==> src/design/fgs_pkg.sv <==
// Shared types, constants and helpers for the free gap statistics block.
// No dependencies; imported by every module of the block.
package fgs_pkg;

  localparam int unsigned CLUSTER_BITS_DEF = 32;
  localparam int unsigned REG_W            = 32;
  localparam int unsigned LIMIT_W          = 16;
  localparam int unsigned STAT_W           = 32;
  localparam int unsigned CFG_IDX_W        = 3;
  localparam int unsigned IN_DATA_W        = 8;
  localparam int unsigned OUT_DATA_W       = 5 * STAT_W;
  localparam logic [LIMIT_W-1:0] SMALL_LIMIT_RST = LIMIT_W'(16);

  typedef enum logic [CFG_IDX_W-1:0] {
    CFG_EXCL_A_BEGIN = 3'd0,
    CFG_EXCL_A_END   = 3'd1,
    CFG_EXCL_B_BEGIN = 3'd2,
    CFG_EXCL_B_END   = 3'd3,
    CFG_SMALL_LIMIT  = 3'd4
  } cfg_idx_e;

  typedef struct packed {
    logic [REG_W-1:0]   excl_a_begin;
    logic [REG_W-1:0]   excl_a_end;
    logic [REG_W-1:0]   excl_b_begin;
    logic [REG_W-1:0]   excl_b_end;
    logic [LIMIT_W-1:0] small_gap_limit;
  } cfg_t;

  // first field in the highest bits once packed onto tdata
  typedef struct packed {
    logic [STAT_W-1:0] small_gap_clusters;
    logic [STAT_W-1:0] small_gap_total;
    logic [STAT_W-1:0] largest_gap;
    logic [STAT_W-1:0] free_cluster_total;
    logic [STAT_W-1:0] gap_total;
  } result_t;

  function automatic logic [STAT_W-1:0] sat_add(input logic [STAT_W-1:0] a,
                                                input logic [STAT_W-1:0] b);
    logic [STAT_W:0] s;
    s = {1'b0, a} + {1'b0, b};
    return s[STAT_W] ? {STAT_W{1'b1}} : s[STAT_W-1:0];
  endfunction

endpackage

==> src/design/fgs_cfg_regs.sv <==
// Configuration register file: exclusion ranges and small gap limit.
// Depends on fgs_pkg.
module fgs_cfg_regs (
  input  logic                          clk_i,
  input  logic                          rst_ni,
  input  logic                          cfg_we_i,
  input  logic [fgs_pkg::CFG_IDX_W-1:0] cfg_idx_i,
  input  logic [fgs_pkg::REG_W-1:0]     cfg_wdata_i,
  output fgs_pkg::cfg_t                 cfg_o
);
  import fgs_pkg::*;

  cfg_t cfg_q, cfg_d;

  always_comb begin
    cfg_d = cfg_q;
    if (cfg_we_i) begin
      unique case (cfg_idx_e'(cfg_idx_i))
        CFG_EXCL_A_BEGIN: cfg_d.excl_a_begin    = cfg_wdata_i;
        CFG_EXCL_A_END:   cfg_d.excl_a_end      = cfg_wdata_i;
        CFG_EXCL_B_BEGIN: cfg_d.excl_b_begin    = cfg_wdata_i;
        CFG_EXCL_B_END:   cfg_d.excl_b_end      = cfg_wdata_i;
        CFG_SMALL_LIMIT:  cfg_d.small_gap_limit = cfg_wdata_i[LIMIT_W-1:0];
        default: ;
      endcase
    end
  end

  always_ff @(posedge clk_i or negedge rst_ni) begin
    if (!rst_ni) begin
      cfg_q.excl_a_begin    <= '0;
      cfg_q.excl_a_end      <= '0;
      cfg_q.excl_b_begin    <= '0;
      cfg_q.excl_b_end      <= '0;
      cfg_q.small_gap_limit <= SMALL_LIMIT_RST;
    end else begin
      cfg_q <= cfg_d;
    end
  end

  assign cfg_o = cfg_q;

endmodule

==> src/design/fgs_run_core.sv <==
// Run tracker: cluster position, exclusion test, free run length and statistics.
// Depends on fgs_pkg; driven from the input register of free_gap_statistics.
module fgs_run_core #(
  parameter int unsigned CLUSTER_BITS = fgs_pkg::CLUSTER_BITS_DEF
) (
  input  logic            clk_i,
  input  logic            rst_ni,
  input  logic            step_i,
  input  logic            used_i,
  input  logic            last_i,
  input  fgs_pkg::cfg_t   cfg_i,
  output fgs_pkg::result_t result_o
);
  import fgs_pkg::*;

  localparam int unsigned CmpW = (CLUSTER_BITS > REG_W) ? CLUSTER_BITS : REG_W;

  logic                    prev_used_q, prev_used_d;
  logic [CLUSTER_BITS-1:0] pos_q, pos_d;
  logic [CLUSTER_BITS-1:0] run_len_q, run_len_d;   // free clusters so far in run
  logic [CLUSTER_BITS-1:0] run_inc_q, run_inc_d;   // run_len_q + 1
  result_t                 stat_q, stat_d;

  logic [CmpW-1:0]         pos_ext;
  logic                    excl, used;
  logic                    close_on_used, do_close, is_short;
  logic [CLUSTER_BITS-1:0] cur_len, close_len;
  logic [CmpW-1:0]         len_ext;
  logic [STAT_W-1:0]       len32;

  assign pos_ext = CmpW'(pos_q);
  assign excl = (pos_ext >= CmpW'(cfg_i.excl_a_begin) && pos_ext < CmpW'(cfg_i.excl_a_end)) ||
                (pos_ext >= CmpW'(cfg_i.excl_b_begin) && pos_ext < CmpW'(cfg_i.excl_b_end));
  assign used = used_i | excl;

  assign close_on_used = !prev_used_q && used;
  assign do_close      = close_on_used || (last_i && !used);
  assign cur_len       = prev_used_q ? CLUSTER_BITS'(1) : run_inc_q;
  assign close_len     = close_on_used ? run_len_q : cur_len;
  assign len_ext       = CmpW'(close_len);

  if (CmpW > STAT_W) begin : g_sat
    assign len32 = (|len_ext[CmpW-1:STAT_W]) ? {STAT_W{1'b1}} : len_ext[STAT_W-1:0];
  end else begin : g_nosat
    assign len32 = len_ext[STAT_W-1:0];
  end

  assign is_short = len32 < STAT_W'(cfg_i.small_gap_limit);

  always_comb begin
    result_o = stat_q;
    if (do_close) begin
      result_o.gap_total          = sat_add(stat_q.gap_total, STAT_W'(1));
      result_o.free_cluster_total = sat_add(stat_q.free_cluster_total, len32);
      if (len32 > stat_q.largest_gap) begin
        result_o.largest_gap = len32;
      end
      if (is_short) begin
        result_o.small_gap_total    = sat_add(stat_q.small_gap_total, STAT_W'(1));
        result_o.small_gap_clusters = sat_add(stat_q.small_gap_clusters, len32);
      end
    end
  end

  always_comb begin
    prev_used_d = prev_used_q;
    pos_d       = pos_q;
    run_len_d   = run_len_q;
    run_inc_d   = run_inc_q;
    stat_d      = stat_q;
    if (step_i) begin
      if (last_i) begin
        prev_used_d = 1'b1;
        pos_d       = '0;
        run_len_d   = '0;
        run_inc_d   = CLUSTER_BITS'(1);
        stat_d      = '0;
      end else begin
        prev_used_d = used;
        pos_d       = pos_q + CLUSTER_BITS'(1);
        stat_d      = result_o;
        if (!used) begin
          run_len_d = cur_len;
          run_inc_d = cur_len + CLUSTER_BITS'(1);
        end
      end
    end
  end

  always_ff @(posedge clk_i or negedge rst_ni) begin
    if (!rst_ni) begin
      prev_used_q <= 1'b1;
      pos_q       <= '0;
      run_len_q   <= '0;
      run_inc_q   <= CLUSTER_BITS'(1);
      stat_q      <= '0;
    end else begin
      prev_used_q <= prev_used_d;
      pos_q       <= pos_d;
      run_len_q   <= run_len_d;
      run_inc_q   <= run_inc_d;
      stat_q      <= stat_d;
    end
  end

  a_volume_restart: assert property (@(posedge clk_i) disable iff (!rst_ni)
    step_i && last_i |=> pos_q == '0 && prev_used_q && stat_q == '0)
    else $error("state not cleared after last cluster");

  a_small_le_gaps: assert property (@(posedge clk_i) disable iff (!rst_ni)
    stat_q.small_gap_total <= stat_q.gap_total &&
    stat_q.small_gap_clusters <= stat_q.free_cluster_total)
    else $error("small gap tallies exceed overall tallies");

  a_run_inc: assert property (@(posedge clk_i) disable iff (!rst_ni)
    run_inc_q == run_len_q + CLUSTER_BITS'(1))
    else $error("run length shadow out of step");

endmodule

==> src/design/free_gap_statistics.sv <==
// Top level of the free gap statistics block: input register, run core,
// configuration registers and result register. Depends on fgs_pkg,
// fgs_cfg_regs and fgs_run_core.
//
//  channel  | direction | payload                              | transfer
//  s_axis   | in        | tdata[0] cluster_used, tlast last    | tvalid & tready
//  m_axis   | out       | tdata five 32-bit statistics         | tvalid & tready
//  cfg      | in        | cfg_idx_i register, cfg_wdata_i data | cfg_we_i
//
// One item per cycle sustained; an item is taken into the input register and
// then updates the run state from there, in the same cycle as the result register
// loads the statistics of a volume when its last item steps the core.
// The input side stalls only while a finished result waits in the result
// register and the next item in the input register is again a last item.
// Reset clears the run state; the exclusion ranges reset to empty, limit to 16.
module free_gap_statistics #(
  parameter int unsigned CLUSTER_BITS = fgs_pkg::CLUSTER_BITS_DEF
) (
  input  logic                           clk_i,
  input  logic                           rst_ni,
  input  logic                           s_axis_tvalid_i,
  output logic                           s_axis_tready_o,
  input  logic [fgs_pkg::IN_DATA_W-1:0]  s_axis_tdata_i,   // [0] cluster_used
  input  logic                           s_axis_tlast_i,   // last_cluster
  output logic                           m_axis_tvalid_o,
  input  logic                           m_axis_tready_i,
  // [31:0] gap_total, [63:32] free_cluster_total, [95:64] largest_gap,
  // [127:96] small_gap_total, [159:128] small_gap_clusters
  output logic [fgs_pkg::OUT_DATA_W-1:0] m_axis_tdata_o,
  input  logic                           cfg_we_i,
  input  logic [fgs_pkg::CFG_IDX_W-1:0]  cfg_idx_i,
  input  logic [fgs_pkg::REG_W-1:0]      cfg_wdata_i
);
  import fgs_pkg::*;

  cfg_t    cfg;
  result_t result;
  result_t res_q;
  logic    in_valid_q, in_used_q, in_last_q;
  logic    out_valid_q;
  logic    step, s_take;

  fgs_cfg_regs u_cfg (
    .clk_i       (clk_i),
    .rst_ni      (rst_ni),
    .cfg_we_i    (cfg_we_i),
    .cfg_idx_i   (cfg_idx_i),
    .cfg_wdata_i (cfg_wdata_i),
    .cfg_o       (cfg)
  );

  fgs_run_core #(
    .CLUSTER_BITS (CLUSTER_BITS)
  ) u_core (
    .clk_i    (clk_i),
    .rst_ni   (rst_ni),
    .step_i   (step),
    .used_i   (in_used_q),
    .last_i   (in_last_q),
    .cfg_i    (cfg),
    .result_o (result)
  );

  assign step            = in_valid_q && (!in_last_q || !out_valid_q || m_axis_tready_i);
  assign s_axis_tready_o = !in_valid_q || step;
  assign s_take          = s_axis_tvalid_i && s_axis_tready_o;

  always_ff @(posedge clk_i or negedge rst_ni) begin
    if (!rst_ni) begin
      in_valid_q <= 1'b0;
    end else if (s_axis_tready_o) begin
      in_valid_q <= s_axis_tvalid_i;
    end
  end

  always_ff @(posedge clk_i) begin
    if (s_take) begin
      in_used_q <= s_axis_tdata_i[0];
      in_last_q <= s_axis_tlast_i;
    end
  end

  always_ff @(posedge clk_i or negedge rst_ni) begin
    if (!rst_ni) begin
      out_valid_q <= 1'b0;
    end else if (step && in_last_q) begin
      out_valid_q <= 1'b1;
    end else if (m_axis_tready_i) begin
      out_valid_q <= 1'b0;
    end
  end

  always_ff @(posedge clk_i) begin
    if (step && in_last_q) begin
      res_q <= result;
    end
  end

  assign m_axis_tvalid_o = out_valid_q;
  assign m_axis_tdata_o  = res_q;

  a_result_loaded: assert property (@(posedge clk_i) disable iff (!rst_ni)
    step && in_last_q |=> out_valid_q)
    else $error("last cluster produced no result");

  a_no_overwrite: assert property (@(posedge clk_i) disable iff (!rst_ni)
    !(step && in_last_q && out_valid_q && !m_axis_tready_i))
    else $error("pending result overwritten");

  a_stall_cause: assert property (@(posedge clk_i) disable iff (!rst_ni)
    !s_axis_tready_o |-> in_valid_q && in_last_q && out_valid_q && !m_axis_tready_i)
    else $error("input stalled without a waiting result");

endmodule
==> config.mk <==
export PLATFORM = sky130hd
export DESIGN_NAME = free_gap_statistics
export DESIGN_NICKNAME = d
export VERILOG_FILES = /design/src/design/fgs_pkg.sv /design/src/design/fgs_cfg_regs.sv /design/src/design/fgs_run_core.sv /design/src/design/free_gap_statistics.sv
export SDC_FILE = /design/constraint.sdc
export NUM_CORES = 1
export LEC_CHECK = 0
export BUFFER_PORTS_ARGS = -buffer_cell sky130_fd_sc_hd__clkbuf_2
export CAP_MARGIN = 5
export CORE_MARGIN = 1.5
export CORE_UTILIZATION = 35
export CTS_CLUSTER_DIAMETER = 40
export CTS_CLUSTER_SIZE = 8
export DETAILED_ROUTE_END_ITERATION = 12
export PLACE_DENSITY = 0.63
export SYNTH_ARGS = -nofsm -noshare
export SYNTH_HDL_FRONTEND = slang
export SYNTH_SLANG_ARGS = --single-unit
==> constraint.sdc <==
create_clock -name clk_i -period 5.95 [get_ports clk_i]
set_input_delay 1.19 -clock clk_i [delete_from_list [all_inputs] [get_ports clk_i]]
set_output_delay 1.19 -clock clk_i [all_outputs]
set_load 0.1 [all_outputs]
==> results of run 1 <==
## timing repair
action                     CTS  global route
buffers inserted             1            12
pin swaps                    1            27
resized for setup           19            80
setup endpoints to repair  149           253
## registers in the layout, indices dropped and copies added, names as in the netlist, 32 cells and up
signal,count
u_core.run_len_q,32
u_core.pos_ext,32
u_core.run_inc_q,32
m_axis_tdata_o,160
u_cfg.cfg_o,144
u_core.stat_q,160
## critical path, delay by kind of cell (launching register included)
| kind | cells | cell delay, ns |
|---|---|---|
| AOI/OAI and AO/OA | 15 | 3.55 |
| adders and majority gates | 2 | 0.57 |
| and+or+nand+nor | 4 | 0.54 |
| buffers and inverters | 3 | 0.53 |
| DFF | 1 | 0.43 |
## layout by cell type, fill, tap and decap left out, types with 13 or more instances in the layout
cell and instances:
clkbuf_1 31, ha_1 236, o21a_1 35, nand3_1 77
and2_1 13, o21ai_1 14, and3_1 42, buf_4 392
clkinv_2 18, nor4_1 15, a21oi_2 24, nand4_1 53
nor2_1 188, o21bai_1 15, xnor2_1 64, clkbuf_16 107
o22a_1 24, nor3_1 42, clkbuf_2 202, o21ai_0 270
inv_1 230, a21oi_1 253, a21o_1 52, edfxtp_1 162
a31oi_1 35, a211oi_1 17, mux2_2 65, nand2b_1 17
a22o_1 115, nor2b_1 24, xor2_1 49, nand2_1 434
buf_12 17, dfrtp_1 399
## layout make-up
| cell class | count | area, um^2 | share of cell area, % |
|---|---|---|---|
| clock inverter | 49 | 625.6 | 1.524 |
| clock buffer | 146 | 2904 | 7.076 |
| sequential | 565 | 14950 | 36.44 |
| multi-input combinational | 2364 | 15760 | 38.41 |
| inverter | 234 | 885.9 | 2.158 |
| tap | 1176 | 1471 | 3.585 |
| timing repair buffer | 623 | 4437 | 10.81 |
## report_power, final
part | internal (uW) | switching (uW) | leakage (uW)
clock network | 3910 | 2050 | 0.00171
logic | 851 | 1900 | 0.0106
registers | 4440 | 216 | 0.00693
total | 9200 | 4160 | 0.0193
## through the flow
stage	hold slack [ns]	power, uW
global route	0.5204	13930
global placement	0.4616	7333
detailed placement	0.4708	7379
CTS	0.4816	13410
finish	0.4820	13360
floorplan	0.4497	6479
## cell families after synthesis
logic type,after synthesis,synth area share [%]
adder cells (fa/ha/maj),241,9.513
buffers and inverters,382,4.780
XOR/XNOR,114,3.134
AO/OA/AOI/OAI,960,18.95
AND/OR/NAND/NOR,970,13.89
multiplexers,79,2.793
flip-flops,565,46.94
## worst max path at each step
stage,start,end,slack [ns],cells after the start
CTS,u_core.pos_ext[0],m_axis_tdata_o[152],0.002,30
global placement,u_core.pos_ext[0],m_axis_tdata_o[60],-0.26,28
finish,u_core.pos_ext[21],u_core.stat_q[40],0.23,24
detailed placement,u_core.pos_ext[0],m_axis_tdata_o[60],-0.25,28
floorplan,u_core.pos_ext[19],m_axis_tdata_o[152],0.07,24
global route,u_core.pos_ext[0],m_axis_tdata_o[158],-0.05,31
## layer usage
layer	wire [um]	GRT usage [%]	share of wire, %	vias up
met1	44940	28.62	46	13310
li1	-	-	-	13080
met4	2879	7.140	3.0	0
met5	0	0	0	-
met3	5474	3.630	5.6	162
met2	44280	33.22	45	765
==> run_results.csv, run 1 <==
group,metric,value,unit
outcome,run_status,"finished, final reports clean",
logic_synthesis,synth_seq_area_share,46.94,%
worst_setup_path,reg2reg_to,"u_core.stat_q[40]",
sta,slew_violations,0,
route,ant_nets,0,
sta,finalWorstSetupSlack,0.2262,ns
sta,slew_headroom,30.69,%
grt,grt_max_degree,147,
pwr,leakagePower,0.01927,uW
final_layout,drive_gt1_share,23.84,%
final_layout,final_cell_area,41040,um^2
worst_setup_path,cpPeakStageDelay,0.44,ns
worst_setup_path,path_cells,"ha_1, and4_1, a221o_1, a2111o_1, a41o_1, o32a_4, buf_6, nand2_1, a21oi_2, buf_12, ha_1, nor2b_2, o31a_1, o41a_1, o21ai_2, a21o_1, o211ai_1, a31oi_2, o21ai_2, nand2_2, a21oi_2, buf_4, o22a_1, a22o_1",
clock_tree,cts-root-buf,"clkbuf_16",
placement,gp_congestion,0.9128,
route,drtIter0Drc,2015,
grt,grt_pass1_vias,27160,
worst_setup_path,ff2ff_setup_slack,0.23,ns
placement,dp_cells,4951,
worst_setup_path,reg2reg_from,"u_core.pos_ext[21]",
floorplanning,rows,110,
grt,gr-total-overflow,0,
min_path,min_path_type,"register to register",
logic_synthesis,yosysTopAreaCellShare,31.42,%
logic_synthesis,syn_area_per_cell,9.621,um^2
logic_synthesis,netlist_area,31860,um^2
logic_synthesis,ys.flop_type,"dfrtp_1",
floorplanning,ioPinCount,211,
logic_synthesis,synth_top_cell_by_area,"dfrtp_1",
worst_setup_path,start_kind,"register",
clock_tree,clock_latency,0.68,ns
clock_tree,hold_buffers,0,
logic_synthesis,synth_nets,3601,
route,drt_pass1_iterations,5,
placement,pre_cts_ws,-0.2467,ns
final_layout,num-fill-cells,8463,
clock_tree,clkTransAtPathRegs,0.05,ns
worst_setup_path,path_max_fanout,8,
clock_tree,numCtsBuffers,105,
worst_setup_path,arrival,6.28,ns
pwr,power_density,325.5,nW/um^2
pwr,vdd_drop_max,0.2692,mV
clock_tree,cts.path.max_buffers,3,
logic_synthesis,syn_inst,3311,
route,drcViolationCount,0,
placement,hpwl,68400,um
logic_synthesis,ys_types,89,
logic_synthesis,synthTopCellsByArea,"dfrtp_1 (31%), edfxtp_1 (15%), ha_1 (9.4%), nand2_1 (5.2%), o21ai_0 (4.5%)",
min_path,holdPathEnd,"u_core.run_len_q[7]",
grt,grt_usage,20.88,%
sta,period_needed,5.724,ns
min_path,min-delay-start,"u_core.run_len_q[7]",
logic_synthesis,ys_async_sr_fraction,71.33,%
clock_tree,cts_tree,"done",
grt,grt_pass1_wl,153600,um
worst_setup_path,end_kind,"register",
logic_synthesis,ys_seq_elements,565,
run,maxCapViolCount,0,
final_layout,fin_util,45.53,%
sta,fin_setup_tns,0,ns
final_layout,syn_to_final_growth,28.83,%
floorplanning,floorplan.initialDensity,35.34,%
sta,finalHoldViolCount,0,
final_layout,fin_nets,4183,
final_layout,fin_cells,5157,
clock_tree,htreeDepth,3,
sta,finalSetupViolCount,0,
placement,dpl_cell_area,37060,um^2
worst_setup_path,cpMaxStageDelayCell,"o41a_1",
sta,period_share,96.20,%
min_path,holdPathStages,2,
route,wl_per_cell,18.92,um
logic_synthesis,ys_warn_count,0,
logic_synthesis,synth_edf_count,162,
route,finalWirelength,97580,um
route,vias,27320,
route,viasPerCell,5.297,
worst_setup_path,worst_ep_required_time,6.51,ns
logic_synthesis,synth_common_cells,"nand2_1 (438), dfrtp_1 (400), o21ai_0 (284), a21oi_1 (276), ha_1 (239)",
floorplanning,dieArea,92840,um^2
sta,tightest_slew,1.040,ns
worst_setup_path,path_class,"register to register",
floorplanning,core_region_area,90150,um^2
sta,worst_clock_skew,0.02893,ns
logic_synthesis,synth.most_common_cell,"nand2_1",
sta,clock.fmax,174.7,MHz
floorplanning,die_y,304.7,um
grt,antenna_found_initial,1,
placement,io_buffers,203,
final_layout,antenna_cells,0,
worst_setup_path,r2r_cells,24,
clock_tree,cts_sinks,565,
floorplanning,die_x,304.7,um
Note: power is estimated with default switching activity, not from simulation.
==> run 2, diff against run 1 <==
PLACE_DENSITY = 0.61   (was 0.63)
clock period = 5.99 ns   (was 5.95 ns; I/O delays follow)
==> run_results.csv, run 2 (synthesis gave the netlist of run 1 again) <==
group,metric,value,unit
outcome,run_status,"finished, final reports clean",
pwr,power_frac_seq,34.1,%
route,drcViolationCount,0,
floorplanning,core_region_area,90150,um^2
floorplanning,die_y,304.7,um
grt,grt_use_met3,3.651,%
final_layout,final_cell_mix,"nand2_1 (434), buf_4 (422), dfrtp_1 (397)",
grt,grt_pass1_vias,27180,
worst_setup_path,path_class,"register to register",
final_layout,syn_to_final_growth,30.50,%
worst_setup_path,start_kind,"register",
final_layout,fin_util,46.12,%
clock_tree,cts_sinks,565,
floorplanning,rows,110,
min_path,min_path_type,"register to register",
sta,finalSetupViolCount,0,
grt,busiest_layer,"met2",
worst_setup_path,cpMostUsedCell,"buf_4",
route,ant_nets,0,
clock_tree,cts_tree,"done",
floorplanning,dieArea,92840,um^2
sta,clock.fmax,171.7,MHz
placement,hpwl,68780,um
pwr,combPwrFrac,20.5,%
grt,use_met2,33.54,%
floorplanning,floorplan.initialDensity,35.34,%
clock_tree,clock_latency,0.69,ns
worst_setup_path,end_kind,"register",
route,vias,27370,
grt,antenna_found_initial,5,
clock_tree,hold_buffers,0,
floorplanning,die_x,304.7,um
sta,tightest_slew,1.020,ns
pwr,power_density,325.6,nW/um^2
pwr,clkPwrFrac,45.4,%
worst_setup_path,arrival,6.39,ns
final_layout,fin_nets,4213,
pwr,power.internal,9318,uW
pwr,p_switching,4217,uW
worst_setup_path,worst-path-buf-inv,6,
floorplanning,ioPinCount,211,
worst_setup_path,worst_ep_required_time,6.55,ns
clock_tree,numCtsBuffers,107,
clock_tree,cts.path.max_buffers,3,
sta,slew_headroom,32.01,%
route,drtIter0Drc,1757,
grt,grt_pass1_wl,154100,um
grt,grtUsageMet1,28.69,%
worst_setup_path,ff2ff_setup_slack,0.17,ns
route,wl_per_cell,18.91,um
worst_setup_path,cpPeakStageDelay,0.44,ns
placement,gp_congestion,0.8903,
grt,gr-total-overflow,0,
route,viasPerCell,5.268,
worst_setup_path,cp_top_family,"compound AO/OA/AOI/OAI gates",
grt,grt_max_degree,128,
clock_tree,clkTransAtPathRegs,0.05,ns
clock_tree,cts-root-buf,"clkbuf_16",
run,maxCapViolCount,0,
sta,finalHoldViolCount,0,
clock_tree,htreeDepth,3,
pwr,leakagePower,0.01951,uW
grt,grt_usage,20.99,%
worst_setup_path,path_max_fanout,6,
sta,period_needed,5.824,ns
sta,slew_violations,0,
pwr,vdd_drop_max,0.2686,mV
placement,io_buffers,203,
route,drt_pass1_iterations,5,
route,finalWirelength,98240,um
final_layout,drive_gt1_share,25.16,%
final_layout,final_common_cell,"nand2_1",
pwr,p_sw_share,31.16,%
sta,period_share,97.22,%
worst_setup_path,cpMaxStageDelayCell,"o41a_1",
sta,worst_clock_skew,0.02278,ns
pwr,p_total,13540,uW
==> run 2: changes by cell type in the layout (fill, tap and decap cells not counted), moves of 6 or more <==
cell	before	now
buf_4	392	422
clkbuf_1	31	24
a21oi_1	253	247
clkbuf_8	8	14
==> run 2: metal layers <==
| metal | wire length, um | up-vias | part of all wire, % |
|---|---|---|---|
| met5 | 13 | - | 0.013 |
| met4 | 2734 | 2 | 2.8 |
| met3 | 5239 | 159 | 5.3 |
| met2 | 45180 | 703 | 46 |
| met1 | 45070 | 13360 | 46 |
| li1 | - | 13140 | - |
==> run 2: power by group through the flow <==
stage	logic (uW)	registers, uW	clock network (uW)
4_1_cts	2710	4620	6250
5_1_grt	3010	4670	6420
6_report	2770	4620	6140
3_5_place_dp	2670	4680	0
3_3_place_gp	2640	4670	0
2_1_floorplan	1120	5310	0
==> run 2: stage by stage <==
step	TNS [ns]	instance area, um^2	hold slack, ns	instances	setup WS, ns
3_5_place_dp	-47.46	37210	0.4699	4971	-0.4533
4_1_cts	0	41040	0.4803	5175	0.001769
3_3_place_gp	-28.37	37210	0.4643	4971	-0.3741
2_1_floorplan	0	31860	0.4497	3311	0.03740
6_report	0	41570	0.4810	5195	0.1664
5_1_grt	-0.3728	41570	0.5139	5193	-0.05298
==> run 2: path summary, 6_finish.rpt <==
kind | from | end | depth (start not counted)
setup / recovery | u_core.pos_ext[20] | u_core.stat_q[33] | 27
hold / removal | u_core.run_len_q[14] | u_core.run_len_q[14] | 2
setup reg to reg | u_core.pos_ext[20] | u_core.stat_q[33] | 27
hold reg to reg | u_core.run_len_q[14] | u_core.run_len_q[14] | 2
max in group asynchronous | rst_ni | u_core.stat_q[84] | 2
min in group asynchronous | rst_ni | u_cfg.cfg_o[130] | 1
==> run 2: worst min-delay path, cell delays in order (launching register included) <==
cell and delay [ns]:
dfrtp_1 0.34, nand2_1 0.05, o21ai_0 0.06
==> run 2: repair_timing <==
item | in CTS | in global routing
gates resized for setup | 31 | 88
endpoints found under the setup margin | 254 | 250
pin swaps | 9 | 35
buffers inserted | 3 | 16
cloned | 0 | 1
==> run 2: final cells by class <==
class | instances | area (um^2)
clock inverter | 55 | 714.4
fill | 8413 | 48580
inverter | 234 | 885.9
antenna | 4 | 10.01
clock buffer | 146 | 2985
timing repair buffer | 651 | 4644
sequential | 565 | 14960
multi-input combinational | 2364 | 15900
tap | 1176 | 1471
==> run 3, diff against run 2 <==
CORE_ASPECT_RATIO = 0.75   (was unset)
==> run_results.csv, run 3 (synthesis gave the netlist of run 1 again) <==
group,metric,value,unit
clock_tree,cts-root-buf,"clkbuf_16",
clock_tree,htreeDepth,3,
worst_setup_path,path_class,"register to register",
worst_setup_path,path_cells,"buf_4, ha_1, a211oi_2, o21ai_0, a2111o_1, a41o_1, o32a_4, buf_12, buf_4, buf_12, nand2_1, a21oi_1, buf_4, ha_1, nand4_1, nor4_1, a21boi_1, o41a_1, o21ai_2, a31o_1, buf_12, o21ai_0",
worst_setup_path,reg2reg_to,"m_axis_tdata_o[65]",
final_layout,final_cell_mix,"nand2_1 (435), dfrtp_1 (391), buf_4 (362)",
sta,worst_clock_skew,0.05043,ns
route,drt_pass1_iterations,6,
sta,clock.fmax,169.2,MHz
worst_setup_path,worst-path-buf-inv,6,
clock_tree,numCtsBuffers,95,
grt,gr-total-overflow,0,
pwr,p_switching,4093,uW
clock_tree,cts.path.max_buffers,3,
route,vias,27160,
grt,grt_max_degree,120,
placement,dp_cells,4949,
floorplanning,ioPinCount,211,
worst_setup_path,cpPeakStageDelay,0.67,ns
grt,grt_usage,21.06,%
clock_tree,cts_sinks,565,
sta,tightest_slew,1.126,ns
worst_setup_path,path_max_fanout,16,
floorplanning,die_x,351.4,um
floorplanning,core_region_area,89860,um^2
sta,finalSetupViolCount,0,
pwr,leakagePower,0.01893,uW
min_path,holdPathStages,2,
sta,period_share,98.66,%
final_layout,fin_nets,4145,
worst_setup_path,arrival,6.25,ns
final_layout,fin_util,45.31,%
outcome,run_status,"finished, final reports clean",
sta,slew_violations,0,
placement,io_buffers,203,
placement,hpwl,69230,um
pwr,clkPwrFrac,41.5,%
final_layout,num-fill-cells,8537,
min_path,min_path_type,"register to register",
worst_setup_path,end_kind,"register",
final_layout,fin_cells,5141,
floorplanning,rows,95,
worst_setup_path,r2r_cells,22,
pwr,power_frac_seq,36.6,%
pwr,p_sw_share,32.32,%
route,ant_nets,0,
worst_setup_path,reg2reg_from,"u_core.pos_ext[9]",
run,maxCapViolCount,0,
route,drcViolationCount,0,
grt,grt_pass1_wl,152700,um
route,finalWirelength,99270,um
pwr,vdd_drop_max,0.2669,mV
clock_tree,cts_tree,"done",
worst_setup_path,ff2ff_setup_slack,0.08,ns
clock_tree,hold_buffers,0,
min_path,min-delay-start,"u_core.run_len_q[11]",
worst_setup_path,worst_ep_required_time,6.33,ns
pwr,combPwrFrac,21.9,%
clock_tree,clkTransAtPathRegs,0.05,ns
min_path,holdPathEnd,"u_core.run_len_q[11]",
placement,gp_congestion,0.9138,
worst_setup_path,cp_top_family,"compound AO/OA/AOI/OAI gates",
worst_setup_path,start_kind,"register",
floorplanning,die_y,264.3,um
final_layout,syn_to_final_growth,27.82,%
sta,period_needed,5.910,ns
grt,grt_pass1_vias,25890,
clock_tree,clock_latency,0.69,ns
grt,antenna_found_initial,0,
floorplanning,floorplan.initialDensity,35.45,%
pwr,power.internal,8572,uW
final_layout,final_common_cell,"nand2_1",
final_layout,drive_gt1_share,23.89,%
pwr,power_density,311.0,nW/um^2
floorplanning,dieArea,92850,um^2
route,drtIter0Drc,2265,
route,wl_per_cell,19.31,um
route,viasPerCell,5.284,
sta,rsz0062_at_grt,"yes",
sta,slew_headroom,24.24,%
sta,finalHoldViolCount,0,
worst_setup_path,cpMaxStageDelayCell,"o21ai_0",
## run 3: routing by layer
metal / part of all wire, % / vias to the layer above / global-route usage (%) / routed length [um]
li1: - / 13000 / - / -
met1: 49 / 13190 / 32.38 / 48250
met2: 42 / 841 / 30.18 / 42010
met3: 6.9 / 129 / 3.500 / 6869
met4: 2.2 / 0 / 5.534 / 2135
met5: 0 / - / 0 / 0
## run 3: power groups by stage
stage	Sequential (uW)	Clock, uW	Combinational (uW)
floorplan	5310	0	1120
global placement	4690	0	2620
detailed placement	4690	0	2650
CTS	4640	5350	2680
global route	4680	5540	3010
finish	4640	5260	2770
## run 3: timing repair
action	in CTS	in global routing
endpoints found under the setup margin	198	255
gates resized for setup	25	120
buffers inserted	1	20
cloned	0	2
pin swaps	3	49
## run 3: worst max path at each step
| stage | startpoint | end | slack (ns) | depth (start not counted) |
|---|---|---|---|---|
| after global placement | u_cfg.cfg_o[99] | m_axis_tdata_o[54] | -0.36 | 25 |
| final | u_core.pos_ext[9] | m_axis_tdata_o[65] | 0.08 | 22 |
| after CTS | u_core.pos_ext[19] | m_axis_tdata_o[54] | 0.004 | 27 |
| after global routing | u_core.pos_ext[28] | u_core.stat_q[39] | -0.08 | 27 |
| after floorplan | u_core.pos_ext[19] | m_axis_tdata_o[152] | 0.04 | 24 |
| after detailed placement | u_core.pos_ext[14] | m_axis_tdata_o[54] | -0.38 | 27 |
## run 3: area by class of cell
class                   instances  area (um^2)  share of cell area (%)
diodes                          2        5.005                 0.01229
clock buffers                 137         2645                   6.496
clock inverters                32        435.4                   1.069
inverters                     234        885.9                   2.176
multi-input cells            2364        16010                   39.33
flip-flops and latches        565        14960                   36.75
well taps                    1212         1516                   3.724
repair buffers                595         4253                   10.44
## run 3: worst register-to-register path, cell delays in order, from the launching register on
cell and delay, ns:
dfrtp_2 0.44, buf_4 0.16, ha_1 0.29, a211oi_2 0.19
o21ai_0 0.11, a2111o_1 0.40, a41o_1 0.29, o32a_4 0.28
buf_12 0.16, buf_4 0.16, buf_12 0.15, nand2_1 0.07
a21oi_1 0.10, buf_4 0.23, ha_1 0.31, nand4_1 0.13
nor4_1 0.44, a21boi_1 0.22, o41a_1 0.21, o21ai_2 0.07
a31o_1 0.29, buf_12 0.19, o21ai_0 0.67
## run 3: metrics by stage
stage / power, uW / hold WS [ns] / TNS, ns / area (um^2) / worst slack, ns
after floorplan: 6436 / 0.4497 / 0 / 31860 / 0.03740
final: 12660 / 0.4848 / 0 / 40720 / 0.08018
after CTS: 12670 / 0.4890 / 0 / 39990 / 0.004042
after global placement: 7301 / 0.4683 / -18.94 / 36790 / -0.3587
after detailed placement: 7344 / 0.4786 / -25.33 / 36790 / -0.3763
after global routing: 13220 / 0.5156 / -0.9046 / 40710 / -0.08133
